File: config.mk
export PLATFORM = sky130hd
export DESIGN_NAME = amplitude_gate_with_hold
export DESIGN_NICKNAME = d
export VERILOG_FILES = /design/src/sv/agwh_pkg.sv /design/src/sv/amplitude_gate_with_hold.sv
export SDC_FILE = /design/constraint.sdc
export NUM_CORES = 1
export LEC_CHECK = 0
export BUFFER_PORTS_ARGS = -buffer_cell sky130_fd_sc_hd__buf_2
export CAP_MARGIN = 20
export CORE_MARGIN = 3
export CORE_UTILIZATION = 34
export DETAILED_ROUTE_END_ITERATION = 8
export GPL_TIMING_DRIVEN = 0
export SYNTH_ARGS = -nofsm -noshare
export SYNTH_HDL_FRONTEND = slang
export SYNTH_SLANG_ARGS = --single-unit
File: constraint.sdc
create_clock -name clk -period 10.6 [get_ports clk]
set_input_delay 2.12 -clock clk [delete_from_list [all_inputs] [get_ports clk]]
set_output_delay 2.12 -clock clk [all_outputs]
set_load 0.01 [all_outputs]
File: src/sv/agwh_pkg.sv
// agwh_pkg: shared types and constants for the amplitude gate with hold
// holds field widths, register index codes and register reset values
// no dependencies
`default_nettype none

package agwh_pkg;

  localparam int unsigned SAMPLE_W = 16;
  localparam int unsigned CFG_W    = 16;
  localparam int unsigned CNT_W    = 16;

  typedef logic signed [SAMPLE_W-1:0] sample_t;
  typedef logic [CFG_W-1:0]           cfg_data_t;
  typedef logic [CNT_W-1:0]           cnt_t;

  typedef enum logic [0:0] {
    REG_LEVEL_THRESHOLD = 1'b0,
    REG_HOLD_COUNT      = 1'b1
  } reg_idx_t;

  localparam cfg_data_t LEVEL_THRESHOLD_RST = 16'd1024;
  localparam cfg_data_t HOLD_COUNT_RST      = 16'd1000;

endpackage

`default_nettype wire

File: src/sv/amplitude_gate_with_hold.sv
// amplitude_gate_with_hold: noise gate with hold time, one sample per word
// registered input stage, gate decision and result register
// depends on agwh_pkg
//
// usage:
//   input channel in_valid/in_stall carries one signed 16-bit sample a word.
//   result channel out_valid/out_stall carries the same sample with keep,
//   segment_start and segment_end flags, exactly one result per sample.
//   a word moves on a rising edge with valid high and stall low.
//   a sample passes the input register, then the result register; throughput
//   is one sample per cycle while out_stall stays low, set by the input register
//   feeding the result register through a single compare and counter update.
//   when the receiver stalls, the result register holds its word and the
//   input register absorbs one more sample before in_stall rises.
//   cfg_we/cfg_index/cfg_wdata write level_threshold (index 0) and
//   hold_count (index 1); write only while no samples are in flight.
//   reset (rst_n low, synchronous) empties both stages, returns the gate to
//   idle with a zero quiet count and loads threshold 1024 and hold 1000.
`default_nettype none

module amplitude_gate_with_hold (
  input  wire logic              clk,
  input  wire logic              rst_n,
  input  wire logic              in_valid,
  output      logic              in_stall,
  input  wire agwh_pkg::sample_t in_sample_in,
  output      logic              out_valid,
  input  wire logic              out_stall,
  output      agwh_pkg::sample_t out_sample_out,
  output      logic              out_keep,
  output      logic              out_segment_start,
  output      logic              out_segment_end,
  input  wire logic              cfg_we,
  input  wire logic [0:0]        cfg_index,
  input  wire agwh_pkg::cfg_data_t cfg_wdata
);
  import agwh_pkg::*;

  localparam int unsigned EXT_W = SAMPLE_W + 2;

  cfg_data_t level_threshold_r;
  cfg_data_t hold_count_r;

  logic      s1_valid_r;
  sample_t   s1_sample_r;

  logic      recording_r, recording_nxt;
  cnt_t      quiet_run_r, quiet_run_nxt;

  logic      out_valid_r;
  sample_t   out_sample_r;
  logic      out_keep_r, out_keep_nxt;
  logic      out_start_r, out_start_nxt;
  logic      out_end_r, out_end_nxt;

  logic      out_ready;
  logic      s1_adv;
  logic      loud;

  logic signed [EXT_W-1:0] s_ext;
  logic signed [EXT_W-1:0] t_ext;
  logic signed [EXT_W-1:0] t_neg;

  // config registers
  always_ff @(posedge clk) begin
    if (!rst_n) begin
      level_threshold_r <= LEVEL_THRESHOLD_RST;
      hold_count_r      <= HOLD_COUNT_RST;
    end else if (cfg_we) begin
      unique case (reg_idx_t'(cfg_index))
        REG_LEVEL_THRESHOLD: level_threshold_r <= cfg_wdata;
        REG_HOLD_COUNT:      hold_count_r      <= cfg_wdata;
        default:             ;
      endcase
    end
  end

  assign out_ready = !out_valid_r || !out_stall;
  assign s1_adv    = s1_valid_r && out_ready;
  assign in_stall  = s1_valid_r && !out_ready;

  // input register
  always_ff @(posedge clk) begin
    if (!rst_n) begin
      s1_valid_r <= 1'b0;
    end else if (!in_stall) begin
      s1_valid_r <= in_valid;
    end
  end

  always_ff @(posedge clk) begin
    if (in_valid && !in_stall) begin
      s1_sample_r <= in_sample_in;
    end
  end

  // magnitude test in a widened signed domain so threshold up to 65535 works
  assign s_ext = EXT_W'(s1_sample_r);
  assign t_ext = $signed({2'b00, level_threshold_r});
  assign t_neg = -t_ext;
  assign loud  = (s_ext >= t_ext) || (s_ext <= t_neg);

  always_comb begin
    recording_nxt = recording_r;
    quiet_run_nxt = quiet_run_r;
    out_keep_nxt  = 1'b0;
    out_start_nxt = 1'b0;
    out_end_nxt   = 1'b0;
    if (recording_r) begin
      if (loud) begin
        quiet_run_nxt = '0;
        out_keep_nxt  = 1'b1;
      end else if (quiet_run_r < hold_count_r) begin
        quiet_run_nxt = quiet_run_r + CNT_W'(1);
        out_keep_nxt  = 1'b1;
      end else begin
        recording_nxt = 1'b0;
        quiet_run_nxt = '0;
        out_end_nxt   = 1'b1;
      end
    end else if (loud) begin
      recording_nxt = 1'b1;
      quiet_run_nxt = '0;
      out_keep_nxt  = 1'b1;
      out_start_nxt = 1'b1;
    end
  end

  // gate state and result register
  always_ff @(posedge clk) begin
    if (!rst_n) begin
      recording_r <= 1'b0;
      quiet_run_r <= '0;
      out_valid_r <= 1'b0;
    end else begin
      if (out_ready) begin
        out_valid_r <= s1_valid_r;
      end
      if (s1_adv) begin
        recording_r <= recording_nxt;
        quiet_run_r <= quiet_run_nxt;
      end
    end
  end

  always_ff @(posedge clk) begin
    if (s1_adv) begin
      out_sample_r <= s1_sample_r;
      out_keep_r   <= out_keep_nxt;
      out_start_r  <= out_start_nxt;
      out_end_r    <= out_end_nxt;
    end
  end

  assign out_valid         = out_valid_r;
  assign out_sample_out    = out_sample_r;
  assign out_keep          = out_keep_r;
  assign out_segment_start = out_start_r;
  assign out_segment_end   = out_end_r;

endmodule

`default_nettype wire

==> results.sh <==
export IMPL_die_area_um2=15400
export IMPL_dpl_cell_area_um2=5250
export IMPL_relSlewSlack_pct=34.1
export IMPL_ios=59
export IMPL_cts_num_sinks=86
export IMPL_powerDensity_nw_per_um2=147
export IMPL_period_needed_ns=4.70
export IMPL_power_switching_mw=0.206
export IMPL_synth_compound_area_share_pct=14.8
export IMPL_hold_violations=0
export IMPL_dpl_hpwl_um=8740
export IMPL_cts_resized=0
export IMPL_critical_path_most_common_cell="buf_2"
export IMPL_root_buffer="clkbuf_16"
export IMPL_cp_start_kind="input pin"
export IMPL_synthTopCellsByArea="edfxtp_1, dfxtp_1, ha_1"
export IMPL_yosysUniqueCellTypes=48
export IMPL_status="complete, no violations"
export IMPL_antenna_cells=0
export IMPL_path_cells="buf_2 -> and3_1 -> buf_2"
export IMPL_path_max_fanout=3
export IMPL_leakagePower_nw=2.24
export IMPL_synth_cell_area_um2=4730
export IMPL_syn_nets=600
export IMPL_arrival_ns=2.58
export IMPL_dr_pass1_iters=4
export IMPL_drt_total_wl_um=11100
export IMPL_critPathBufInv=2
export IMPL_grt_use_total_pct=15.3
export IMPL_synthAdderAreaFrac_pct=13.5
export IMPL_grt_max_degree=26
export IMPL_ys_async_sr_fraction_pct=0
export IMPL_path_delay_family="buffers and inverters"
export IMPL_dp_slack_ns=5.90
export IMPL_fin_crit_sh_pct=44.4
export IMPL_critical_path_max_stage_delay_ns=0.21
export IMPL_finClkSkew_ns=0.00737
export IMPL_core_area_um2=13500
export IMPL_cts_max_level=3
export IMPL_tightest_slew_ns=0.987
export IMPL_fin_setup_tns_ns=0
export IMPL_syn_to_final_growth_pct=17.5
export IMPL_synth_top_family_by_area="simple AND/OR/NAND/NOR gates"
export IMPL_ant_nets=0
export IMPL_setup_viol=0
export IMPL_synth_top_area_share_pct=22.2
export IMPL_cts_made_buffers=9
export IMPL_wl_per_cell_um=14.5
export IMPL_final_cell_area_um2=5560
export IMPL_drc=0
export IMPL_final_max_slew_violation_count=0
export IMPL_synthCells=511
export IMPL_io_buffers=58
export IMPL_synth_ff_type="dfxtp_1"
export IMPL_ys_seq_elements=86
export IMPL_worstPathRequired_ns=8.48
export IMPL_insertion_delay_ns=0.34
export IMPL_cp_end_kind="primary output"
export IMPL_start_util_pct=35.2
export IMPL_die_w_um=124
export IMPL_pwr_share_comb_pct=13.9
export IMPL_nNetsFinal=669
export IMPL_synth_area_per_cell_um2=9.26
export IMPL_post_cts_buffers=0
export IMPL_ys_seq_area_share_pct=43.8
export IMPL_num_rows=42
export IMPL_die_y_um=124
export IMPL_yosys_cell_count_top_type="nand2_1"
export IMPL_cts_buffer_depth=2
export IMPL_setup_ws_ns=5.90
export IMPL_drive_above_1_share_pct=14.0
export IMPL_cts_tree="yes"
export IMPL_pwr_share_clk_pct=40.9
export IMPL_ir_drop_mv=0.0867
export IMPL_hp_class="flop to flop"
export IMPL_critical_path_class="input pin to primary output"
export IMPL_seqPwrFrac_pct=45.2
export IMPL_place_gp_congestion=0.828
export IMPL_ys_warnings_count=0
export IMPL_grt_pass1_vias=3728
export IMPL_vias=3833
export IMPL_viasPerCell=5.04
export IMPL_overflow=0
export IMPL_rsz0062_at_grt="false"
export IMPL_p_int_mw=0.612
export IMPL_synth_edf_count=35
export IMPL_synth_xor_area_share_pct=2.41
export IMPL_synth_common_cells="nand2_1, inv_1, dfxtp_1, ha_1, edfxtp_1"
export IMPL_cp_slowest_cell="and3_1"
export IMPL_synthMuxAreaShare_pct=0.846
export IMPL_antenna_found_initial=0
export IMPL_switching_share_pct=25.2
export IMPL_clkTransAtPathRegs_ns=0.06
export IMPL_max_freq_mhz=213
export IMPL_maxCapViolCount=0
export IMPL_synth_top_area_cell="edfxtp_1"
export IMPL_detail_route_iter0_violations=229
export IMPL_synth_simple_gate_area_share_pct=19.1
export IMPL_grt_pass1_wl_um=18300
export IMPL_holdBufCountCts=0
stage by stage:
stage	cells	util, %	hold slack (ns)	total power [mW]
floorplan	511	-	0.426	0.452
global placement	745	39.0	0.445	0.486
detailed placement	745	39.0	0.458	0.491
CTS	761	41.3	0.471	0.828
global route	761	41.3	0.486	0.863
finish	761	41.3	0.464	0.818
cell type report:
cell class / count / area [um2]
Buffer: 14 / 68.8
Clock buffer: 10 / 229
Clock inverter: 6 / 86.3
Fill cell: 1348 / 7890
Inverter: 53 / 199
Multi-Input combinational cell: 358 / 2400
Sequential cell: 86 / 2070
Tap cell: 176 / 220
Timing Repair Buffer: 58 / 290
worst register-to-register path: stages, from the launching register on:
cell	delay, ns
dfxtp_1	0.36
nor2_1	0.20
nand3_1	0.18
nor4_1	0.41
and3_1	0.29
nand2_1	0.13
nor4_1	0.35
xnor2_1	0.17
ha_1	0.25
nand4_1	0.15
and4bb_2	0.26
o21a_1	0.14
a2111oi_4	0.34
mux2i_1	0.45
buf_2	0.31
nand2_2	0.21
o221ai_1	0.24
cells by family (layout without fill, tap and decap cells):
family	Yosys count	count (layout)
AOI/OAI and AO/OA	96	96
xor gates and xnor gates	13	13
adders and majority gates	51	51
buffers and inverters	67	141
DFF	86	86
muxes	4	4
and+or+nand+nor	194	194
power groups by stage:
| stage | Sequential [mW] | Clock, mW | Combinational [mW] |
|---|---|---|---|
| 5_1_grt | 0.371 | 0.360 | 0.131 |
| 3_3_place_gp | 0.377 | 0 | 0.109 |
| 3_5_place_dp | 0.377 | 0 | 0.114 |
| 2_1_floorplan | 0.376 | 0 | 0.0762 |
| 4_1_cts | 0.370 | 0.343 | 0.115 |
| 6_report | 0.370 | 0.335 | 0.114 |
final timing paths:
| check | start | endpoint | slack (ns) | cells after the start |
|---|---|---|---|---|
| setup reg to reg | level_threshold_r[2]$_SDFFE_PN0P_ | quiet_run_r[12]$_SDFFE_PN0P_ | 6.08 | 16 |
| hold / removal | s1_sample_r[0]$_DFFE_PP_ | out_sample_out[0]$_DFFE_PP_ | 0.46 | 0 |
| setup / recovery | out_stall | in_stall | 5.90 | 3 |
| hold reg to reg | s1_sample_r[0]$_DFFE_PP_ | out_sample_out[0]$_DFFE_PP_ | 0.46 | 0 |
sequential cells by signal, indices dropped and copies added (netlist names):
signal	count
out_valid	1
s1_valid_r	1
quiet_run_r	16
recording_r	1
out_segment_end	1
out_segment_start	1
s1_sample_r	16
level_threshold_r	16
out_sample_out	16
hold_count_r	16
out_keep	1
layer usage:
metal | vias to the layer above | global-route usage [%] | part of all wire [%]
met5 | - | 0 | 0
met4 | 0 | 7.12 | 2.6
met3 | 21 | 2.50 | 4.9
met2 | 86 | 23.5 | 44
met1 | 1791 | 21.2 | 48
li1 | 1935 | - | -
cells in the final DEF, fill, tap and decap left out, types with 3 or more instances in the layout:
cell / count
nand4_1: 8
o21ai_1: 4
a21oi_1: 17
o22ai_1: 3
nor4_1: 8
nand2b_1: 5
o221ai_1: 6
and3_1: 8
a211oi_1: 3
edfxtp_1: 35
nor2b_1: 4
a21boi_0: 25
nor2_1: 21
o21ai_0: 8
a21o_1: 4
inv_1: 53
mux2i_1: 4
ha_1: 51
clkbuf_1: 11
xnor2_1: 12
o211ai_1: 13
clkinvlp_4: 3
o21a_1: 3
buf_2: 59
dfxtp_1: 51
clkbuf_16: 9
nand2_1: 92
nand3_1: 21
nor3_1: 14
(Power assumes the default switching activity.)
